File: src/hw/rtl/mrfp_pkg.sv
// Shared constants, codes and types of the motor reply frame parser.
package mrfp_pkg;

	localparam int MAX_REPLY_BYTES_DEF = 16;
	localparam int KEPT_BYTES = 7;

	localparam logic [7:0] FN_OPTIONS  = 8'h1A;
	localparam logic [7:0] FN_VERSION  = 8'h1F;
	localparam logic [7:0] FN_MOVE     = 8'hFD;
	localparam logic [7:0] FN_STOP     = 8'hFE;
	localparam logic [7:0] FN_POSITION = 8'h36;
	localparam logic [7:0] FN_STATUS   = 8'h3A;
	localparam logic [7:0] CODE_PARAM  = 8'hE2;
	localparam logic [7:0] CODE_FORMAT = 8'hEE;
	localparam logic [7:0] CODE_REACH  = 8'h9F;
	localparam logic [7:0] CODE_ACK    = 8'h02;
	localparam logic [7:0] STATUS_RSVD = 8'h40;

	localparam logic [7:0] ADDRESS_RESET  = 8'h01;
	localparam logic [7:0] FUNCTION_RESET = 8'h3A;
	localparam logic [7:0] CHECK_RESET    = 8'h6B;

	localparam logic [1:0] CFG_ADDRESS  = 2'd0;
	localparam logic [1:0] CFG_FUNCTION = 2'd1;
	localparam logic [1:0] CFG_CHECK    = 2'd2;

	localparam logic [1:0] ST_OK    = 2'd0;
	localparam logic [1:0] ST_PROTO = 2'd1;
	localparam logic [1:0] ST_DEV   = 2'd2;

	localparam logic [3:0] K_NONE    = 4'd0;
	localparam logic [3:0] K_ACK     = 4'd1;
	localparam logic [3:0] K_REACHED = 4'd2;
	localparam logic [3:0] K_PARAM   = 4'd3;
	localparam logic [3:0] K_FORMAT  = 4'd4;
	localparam logic [3:0] K_OPTIONS = 4'd5;
	localparam logic [3:0] K_STATUS  = 4'd6;
	localparam logic [3:0] K_POS     = 4'd7;
	localparam logic [3:0] K_VERSION = 4'd8;

	typedef enum logic [2:0] {
		FC_UNKNOWN,
		FC_OPTIONS,
		FC_STATUS,
		FC_POSITION,
		FC_VERSION,
		FC_MOVE,
		FC_STOP
	} fn_class_t;

	typedef struct packed {
		logic            hdr_ok;
		fn_class_t       fn_class;
		logic            len_is4;
		logic            len_is5;
		logic            len_is7;
		logic            len_is8;
		logic [4:0]      frame_length;
		logic [4:0][7:0] payload;
	} frame_rec_t;

	typedef struct packed {
		logic [1:0]  result_status;
		logic [3:0]  reply_kind;
		logic [4:0]  frame_length;
		logic [15:0] option_flags;
		logic [7:0]  status_bits;
		logic        position_negative;
		logic [31:0] position_magnitude;
		logic [15:0] fw_version;
		logic [3:0]  hw_series;
		logic [3:0]  hw_model;
		logic [7:0]  hw_revision;
	} reply_t;

endpackage

File: src/hw/rtl/mrfp_front.sv
// Front end: byte counter, kept-byte store and frame header checks.
module mrfp_front #(
	parameter int MAX_REPLY_BYTES = mrfp_pkg::MAX_REPLY_BYTES_DEF
) (
	input  logic                clk,
	input  logic                arst_n,
	input  logic                in_valid,
	output logic                in_ready,
	input  logic [7:0]          data_byte,
	input  logic                last_byte,
	input  logic [7:0]          match_address,
	input  logic [7:0]          pending_function,
	input  logic [7:0]          check_byte,
	input  logic                space,
	output logic                push,
	output mrfp_pkg::frame_rec_t rec
);
	import mrfp_pkg::*;

	localparam int CNT_W = $clog2(MAX_REPLY_BYTES + 2);

	logic [CNT_W-1:0]   count_q;
	logic [7:0]         bytes_q [KEPT_BYTES];
	logic               accept;
	logic [CNT_W-1:0]   len_full;
	logic [CNT_W+4:0]   len_ext;
	fn_class_t          fn_class;

	assign in_ready = space;
	assign accept   = in_valid & space;
	assign push     = accept & last_byte;

	assign len_full = (count_q <= CNT_W'(MAX_REPLY_BYTES)) ? count_q + CNT_W'(1) : count_q;
	assign len_ext  = (CNT_W + 5)'(len_full);

	always_ff @(posedge clk or negedge arst_n) begin
		if (!arst_n) begin
			count_q <= '0;
		end else if (accept) begin
			if (last_byte) begin
				count_q <= '0;
			end else begin
				count_q <= len_full;
			end
		end
	end

	always_ff @(posedge clk) begin
		for (int i = 0; i < KEPT_BYTES; i++) begin
			if (accept && count_q == CNT_W'(i)) begin
				bytes_q[i] <= data_byte;
			end
		end
	end

	always_comb begin
		unique case (pending_function)
			FN_OPTIONS:  fn_class = FC_OPTIONS;
			FN_STATUS:   fn_class = FC_STATUS;
			FN_POSITION: fn_class = FC_POSITION;
			FN_VERSION:  fn_class = FC_VERSION;
			FN_MOVE:     fn_class = FC_MOVE;
			FN_STOP:     fn_class = FC_STOP;
			default:     fn_class = FC_UNKNOWN;
		endcase
	end

	always_comb begin
		rec.hdr_ok = (len_full >= CNT_W'(4)) && (len_full <= CNT_W'(MAX_REPLY_BYTES))
			&& (bytes_q[0] == match_address) && (bytes_q[1] == pending_function)
			&& (data_byte == check_byte);
		rec.fn_class     = fn_class;
		rec.len_is4      = (len_full == CNT_W'(4));
		rec.len_is5      = (len_full == CNT_W'(5));
		rec.len_is7      = (len_full == CNT_W'(7));
		rec.len_is8      = (len_full == CNT_W'(8));
		rec.frame_length = len_ext[4:0];
		for (int i = 0; i < 5; i++) begin
			rec.payload[i] = bytes_q[i + 2];
		end
	end

endmodule

File: src/hw/rtl/mrfp_queue.sv
// Two-entry queue that carries checked frame records from front to back.
module mrfp_queue (
	input  logic                 clk,
	input  logic                 arst_n,
	input  logic                 push,
	input  mrfp_pkg::frame_rec_t push_data,
	output logic                 space,
	input  logic                 pop,
	output logic                 head_valid,
	output mrfp_pkg::frame_rec_t head_data
);
	import mrfp_pkg::*;

	frame_rec_t entry_q [2];
	logic       wr_ptr_q;
	logic       rd_ptr_q;
	logic [1:0] fill_q;

	assign space      = (fill_q != 2'd2);
	assign head_valid = (fill_q != 2'd0);
	assign head_data  = entry_q[rd_ptr_q];

	always_ff @(posedge clk or negedge arst_n) begin
		if (!arst_n) begin
			wr_ptr_q <= 1'b0;
			rd_ptr_q <= 1'b0;
			fill_q   <= 2'd0;
		end else begin
			if (push) begin
				wr_ptr_q <= ~wr_ptr_q;
			end
			if (pop) begin
				rd_ptr_q <= ~rd_ptr_q;
			end
			if (push && !pop) begin
				fill_q <= fill_q + 2'd1;
			end else if (pop && !push) begin
				fill_q <= fill_q - 2'd1;
			end
		end
	end

	always_ff @(posedge clk) begin
		if (push) begin
			entry_q[wr_ptr_q] <= push_data;
		end
	end

endmodule

File: src/hw/rtl/mrfp_back.sv
// Back end: decodes a frame record into a reply and holds it in the output register.
module mrfp_back (
	input  logic                 clk,
	input  logic                 arst_n,
	input  logic                 head_valid,
	input  mrfp_pkg::frame_rec_t head_data,
	output logic                 pop,
	output logic                 out_valid,
	input  logic                 out_ready,
	output mrfp_pkg::reply_t     reply
);
	import mrfp_pkg::*;

	logic       out_valid_q;
	reply_t     reply_q;
	reply_t     next_reply;
	logic [7:0] d2;

	assign d2        = head_data.payload[0];
	assign pop       = head_valid && (!out_valid_q || out_ready);
	assign out_valid = out_valid_q;
	assign reply     = reply_q;

	always_comb begin
		next_reply               = '0;
		next_reply.result_status = ST_PROTO;
		next_reply.reply_kind    = K_NONE;
		next_reply.frame_length  = head_data.frame_length;
		if (head_data.hdr_ok && head_data.fn_class != FC_UNKNOWN) begin
			if (head_data.len_is4 && d2 == CODE_PARAM) begin
				next_reply.result_status = ST_DEV;
				next_reply.reply_kind    = K_PARAM;
			end else if (head_data.len_is4 && d2 == CODE_FORMAT) begin
				next_reply.result_status = ST_DEV;
				next_reply.reply_kind    = K_FORMAT;
			end else begin
				unique case (head_data.fn_class)
					FC_OPTIONS: begin
						if (head_data.len_is5) begin
							next_reply.result_status = ST_OK;
							next_reply.reply_kind    = K_OPTIONS;
							next_reply.option_flags  = {d2, head_data.payload[1]};
						end
					end
					FC_STATUS: begin
						if (head_data.len_is4 && (d2 & STATUS_RSVD) == 8'h00) begin
							next_reply.result_status = ST_OK;
							next_reply.reply_kind    = K_STATUS;
							next_reply.status_bits   = d2;
						end
					end
					FC_POSITION: begin
						if (head_data.len_is8 && d2[7:1] == 7'd0) begin
							next_reply.result_status      = ST_OK;
							next_reply.reply_kind         = K_POS;
							next_reply.position_negative  = d2[0];
							next_reply.position_magnitude = {head_data.payload[1],
								head_data.payload[2], head_data.payload[3], head_data.payload[4]};
						end
					end
					FC_VERSION: begin
						if (head_data.len_is7) begin
							next_reply.result_status = ST_OK;
							next_reply.reply_kind    = K_VERSION;
							next_reply.fw_version    = {d2, head_data.payload[1]};
							next_reply.hw_series     = head_data.payload[2][7:4];
							next_reply.hw_model      = head_data.payload[2][3:0];
							next_reply.hw_revision   = head_data.payload[3];
						end
					end
					FC_MOVE, FC_STOP: begin
						if (head_data.len_is4) begin
							if (d2 == CODE_ACK) begin
								next_reply.result_status = ST_OK;
								next_reply.reply_kind    = K_ACK;
							end else if (head_data.fn_class == FC_MOVE && d2 == CODE_REACH) begin
								next_reply.result_status = ST_OK;
								next_reply.reply_kind    = K_REACHED;
							end
						end
					end
					default: begin
						next_reply.result_status = ST_PROTO;
					end
				endcase
			end
		end
	end

	always_ff @(posedge clk or negedge arst_n) begin
		if (!arst_n) begin
			out_valid_q <= 1'b0;
		end else if (pop) begin
			out_valid_q <= 1'b1;
		end else if (out_ready) begin
			out_valid_q <= 1'b0;
		end
	end

	always_ff @(posedge clk) begin
		if (pop) begin
			reply_q <= next_reply;
		end
	end

endmodule

File: src/hw/rtl/motor_reply_frame_parser_unit.sv
// Top level of the motor reply frame parser: configuration registers and the three stages.
//
//   channel   direction  handshake            payload
//   in        input      in_valid / in_ready  data_byte, last_byte
//   out       output     out_valid/out_ready  result_status .. hw_revision
//   cfg       input      cfg_we               cfg_index, cfg_data
//
// One beat is accepted every cycle while the two-entry queue has room.
// A frame's record is registered in the queue, then its reply in the output register.
// Reset clears the byte counter, the queue and the output valid; configuration returns
// to its reset values. Output stalls fill the queue and then hold off in_ready.
module motor_reply_frame_parser_unit #(
	parameter int MAX_REPLY_BYTES = mrfp_pkg::MAX_REPLY_BYTES_DEF
) (
	input  logic        clk,
	input  logic        arst_n,
	input  logic        in_valid,
	output logic        in_ready,
	input  logic [7:0]  data_byte,
	input  logic        last_byte,
	output logic        out_valid,
	input  logic        out_ready,
	output logic [1:0]  result_status,
	output logic [3:0]  reply_kind,
	output logic [4:0]  frame_length,
	output logic [15:0] option_flags,
	output logic [7:0]  status_bits,
	output logic        position_negative,
	output logic [31:0] position_magnitude,
	output logic [15:0] fw_version,
	output logic [3:0]  hw_series,
	output logic [3:0]  hw_model,
	output logic [7:0]  hw_revision,
	input  logic        cfg_we,
	input  logic [1:0]  cfg_index,
	input  logic [7:0]  cfg_data
);
	import mrfp_pkg::*;

	logic [7:0] match_address_q;
	logic [7:0] pending_function_q;
	logic [7:0] check_byte_q;
	logic       space;
	logic       push;
	logic       pop;
	logic       head_valid;
	frame_rec_t push_rec;
	frame_rec_t head_rec;
	reply_t     reply;

	always_ff @(posedge clk or negedge arst_n) begin
		if (!arst_n) begin
			match_address_q    <= ADDRESS_RESET;
			pending_function_q <= FUNCTION_RESET;
			check_byte_q       <= CHECK_RESET;
		end else if (cfg_we) begin
			if (cfg_index == CFG_ADDRESS) begin
				match_address_q <= cfg_data;
			end
			if (cfg_index == CFG_FUNCTION) begin
				pending_function_q <= cfg_data;
			end
			if (cfg_index == CFG_CHECK) begin
				check_byte_q <= cfg_data;
			end
		end
	end

	mrfp_front #(
		.MAX_REPLY_BYTES(MAX_REPLY_BYTES)
	) u_front (
		.clk             (clk),
		.arst_n          (arst_n),
		.in_valid        (in_valid),
		.in_ready        (in_ready),
		.data_byte       (data_byte),
		.last_byte       (last_byte),
		.match_address   (match_address_q),
		.pending_function(pending_function_q),
		.check_byte      (check_byte_q),
		.space           (space),
		.push            (push),
		.rec             (push_rec)
	);

	mrfp_queue u_queue (
		.clk       (clk),
		.arst_n    (arst_n),
		.push      (push),
		.push_data (push_rec),
		.space     (space),
		.pop       (pop),
		.head_valid(head_valid),
		.head_data (head_rec)
	);

	mrfp_back u_back (
		.clk       (clk),
		.arst_n    (arst_n),
		.head_valid(head_valid),
		.head_data (head_rec),
		.pop       (pop),
		.out_valid (out_valid),
		.out_ready (out_ready),
		.reply     (reply)
	);

	assign result_status      = reply.result_status;
	assign reply_kind         = reply.reply_kind;
	assign frame_length       = reply.frame_length;
	assign option_flags       = reply.option_flags;
	assign status_bits        = reply.status_bits;
	assign position_negative  = reply.position_negative;
	assign position_magnitude = reply.position_magnitude;
	assign fw_version         = reply.fw_version;
	assign hw_series          = reply.hw_series;
	assign hw_model           = reply.hw_model;
	assign hw_revision        = reply.hw_revision;

endmodule

File: config.mk
export PLATFORM = sky130hd
export DESIGN_NAME = motor_reply_frame_parser_unit
export DESIGN_NICKNAME = d
export VERILOG_FILES = /design/src/hw/rtl/mrfp_pkg.sv /design/src/hw/rtl/mrfp_front.sv /design/src/hw/rtl/mrfp_queue.sv /design/src/hw/rtl/mrfp_back.sv /design/src/hw/rtl/motor_reply_frame_parser_unit.sv
export SDC_FILE = /design/constraint.sdc
export NUM_CORES = 1
export LEC_CHECK = 0
export ABC_AREA = 1
export CORE_MARGIN = 2
export CORE_UTILIZATION = 57
export DETAILED_ROUTE_END_ITERATION = 6
export DONT_BUFFER_PORTS = 1
export HOLD_SLACK_MARGIN = 0.1
export PLACE_DENSITY = 0.86
export SLEW_MARGIN = 20
export SYNTH_ARGS = -nofsm -noshare
export SYNTH_HDL_FRONTEND = slang
export SYNTH_SLANG_ARGS = --single-unit
File: constraint.sdc
create_clock -name clk -period 6.6 [get_ports clk]
set_input_delay 0.99 -clock clk [delete_from_list [all_inputs] [get_ports clk]]
set_output_delay 0.99 -clock clk [all_outputs]
set_load 0.01 [all_outputs]
==> metrics.cfg <==
[status]
status = complete, no violations

[cts]
clkTransAtPathRegs_ns = 0.06
cts_buffers = 29
cts_tree = yes
clock-root-buffer = clkbuf_16
clockBufferDepth = 3
cts_sinks = 296
clk_latency_ns = 0.54
cts_hold_buf = 0
cts_resized = 0
cts_setup_buffers = 0
h-tree-depth = 1

[critical_path]
worstPathRequired_ns = 6.88
critPathKind = reg -> reg
reg2reg_from = u_queue.rd_ptr_q$_DFFE_PN0P_
end_kind = flip-flop
cp-startpoint = u_queue.rd_ptr_q$_DFFE_PN0P_
startpoint_type = flip-flop
critPathMaxFanout = 34
cp_data_arrival_time_ns = 3.48

[placed_design]
gp_congestion = 0.910
dp_slack_ns = 3.38
post-dp-hpwl_microns = 14300
io_buffers = 0

[floorplanning]
core_area_sq_um = 20200
initial_core_util_pct = 58.0
die_height_microns = 147
die_w_microns = 147
num_io_pins = 126
die_area_sq_um = 21700
row_count = 52

[yosys]
synth.top_cell.area_share_pct = 67.3
synth-seq-cells = 296
synthesis.instances = 835
synthTopCellsByArea = edfxtp_1, dfrtp_1, nand2_1, nor2_1, mux2i_1
synth_top_area_cell = edfxtp_1
synth_compound_area_share_pct = 2.17
synth_xor_area_share_pct = 1.95
netlist_area_sq_um = 11700
synthMuxAreaShare_pct = 2.74
synth_area_per_cell_sq_um = 14.0
ys_warn_count = 0
ys_seq_area_share_pct = 74.7
synthAdderAreaFrac_pct = 0.535
ys_types = 35
synth_fp_nets = 864
synth_top_family_by_area = simple AND/OR/NAND/NOR gates
synth_simple_gate_area_share_pct = 14.0

[timing]
fin_crit_ns = 3.21
worst_slack_ns = 3.39
slew_violations = 0
worst_pin_slew_ns = 1.10
setup_viol = 0
timing.final.crit_share_pct = 48.6
fin_hold_ws_ns = 0.144
clock.fmax_mhz = 312
fin_setup_tns_ns = 0
relSlewSlack_pct = 26.4
hold_violations = 0
rsz0062_at_grt = no
fin_skew_ns = 0.00913

[flow_run]
maxCapViolations = 0

[global_routing]
grt_max_degree = 69
grt-ovfl-total = 0
antenna_found_initial = 0
grt_pass1_wl_microns = 34600
track_usage_pct = 20.4
grt_pass1_vias = 6568

[layout]
layout_common_cells = edfxtp_1, nand2_1, nor2_1
nets = 879
n_fill_cell = 1419
utilization_pct = 63.8
synthToLayoutAreaGrowth_pct = 10.1
n_antenna_cell = 0
drive_gt1_share_pct = 13.6
layout_commonest_cell = edfxtp_1

[routing]
wl_per_cell_microns = 19.5
routed_wl_microns = 22300
vias_per_cell = 5.66
postRouteAntennaNets = 0
drc_errors = 0
drtIter0Drc = 531
vias = 6474
first_pass_iters = 5

[power_and_ir_drop]
leakagePower_uw = 0.00486
p_per_area_nw_per_um2 = 435
ir_drop_mv = 0.219
power_uw = 5600

[worst_hold_path]
hold_class = in -> async

[final timing paths]
path	cells past startpoint	slack, ns	end
worst min-delay path	0	0.14	u_queue.rd_ptr_q$_DFFE_PN0P_
worst max-delay path	11	3.39	u_back.reply[1]$_SDFFCE_PP0P_
worst max register to register	11	3.39	u_back.reply[1]$_SDFFCE_PP0P_
worst min register to register	0	0.44	u_queue.entry_q[0][25]$_DFFE_PP_
max in group asynchronous	0	6.27	check_byte_q[1]$_DFFE_PN1P_
min in group clk	0	0.44	u_queue.entry_q[0][25]$_DFFE_PP_
[per-stage QoR]
step / instances / instance area (sq um)
6_report: 1143 / 12900
5_1_grt: 1143 / 12900
4_1_cts: 1142 / 12800
3_5_place_dp: 1088 / 11900
3_3_place_gp: 1088 / 11900
2_1_floorplan: 835 / 11700
[synthesized netlist by cell type]
cell      count
nor3_1       11
ha_1          5
mux2i_1      32
nand3_1      25
nor4_1        5
inv_2         2
a21boi_0      1
dfrtp_1      24
nand2_4       2
nor3_4        1
nand4_1       9
dfstp_2      10
nand3_4       2
nor2_1       93
buf_6        12
xor2_1       11
nand2_2      11
inv_4         1
buf_4         5
edfxtp_1    262
nor2_2        1
nor2_4        1
a21oi_1       5
nand3_2       2
buf_2         2
o22ai_1       6
o21ai_2       1
clkbuf_1      3
nand2_1     141
conb_1        1
xnor2_1      15
o21ai_0      35
inv_1        67
nor3_2       30
and3_1        1
[final cells by class]
cell class | count | area [sq um] | share of cell area (%)
Clock buffer | 40 | 808 | 6.28
Sequential cell | 296 | 8730 | 67.8
Timing Repair Buffer | 6 | 65.1 | 0.505
Multi-Input combinational cell | 447 | 2540 | 19.7
Clock inverter | 14 | 125 | 0.972
Inverter | 70 | 265 | 2.06
Tap cell | 270 | 338 | 2.62
[critical path, stage by stage, from the launching register on]
cell     delay, ns
dfrtp_2       0.76
inv_2         0.36
nand2_1       0.17
nand2_2       0.10
nor2_1        0.14
nand2_1       0.10
inv_1         0.10
nand3_2       0.13
nand3_4       0.51
inv_4         0.10
nand2_4       0.32
nor2_1        0.11
[cells by family after synthesis]
group	count (synthesis)
adders and majority gates	5
buffers and inverters	92
AOI/OAI and AO/OA	48
and+or+nand+nor	335
muxes	32
other	1
xor gates and xnor gates	26
DFF	296
[sequential cells by signal (all words and copies together), names as in the netlist]
signal	cells
u_back.out_valid	1
u_queue.rd_ptr_q	1
u_queue.fill_q	2
u_back.reply	100
pending_function_q	8
u_queue.wr_ptr_q	1
u_queue.entry_q	106
u_front.count_q	5
check_byte_q	8
match_address_q	8
u_front.bytes_q	56
[report_power, final]
part,switching (uW),internal [uW]
combinational,788,279
clock,660,934
sequential,342,2600
[per-layer routing]
metal | track usage [%] | vias to the layer above | routed length [microns]
li1 | - | 2942 | -
met1 | 26.0 | 3155 | 8670
met4 | 6.88 | 0 | 580
met3 | 4.66 | 47 | 1690
met2 | 35.0 | 330 | 11300
met5 | 0 | - | 0
Power figures use the tool's default switching activity.
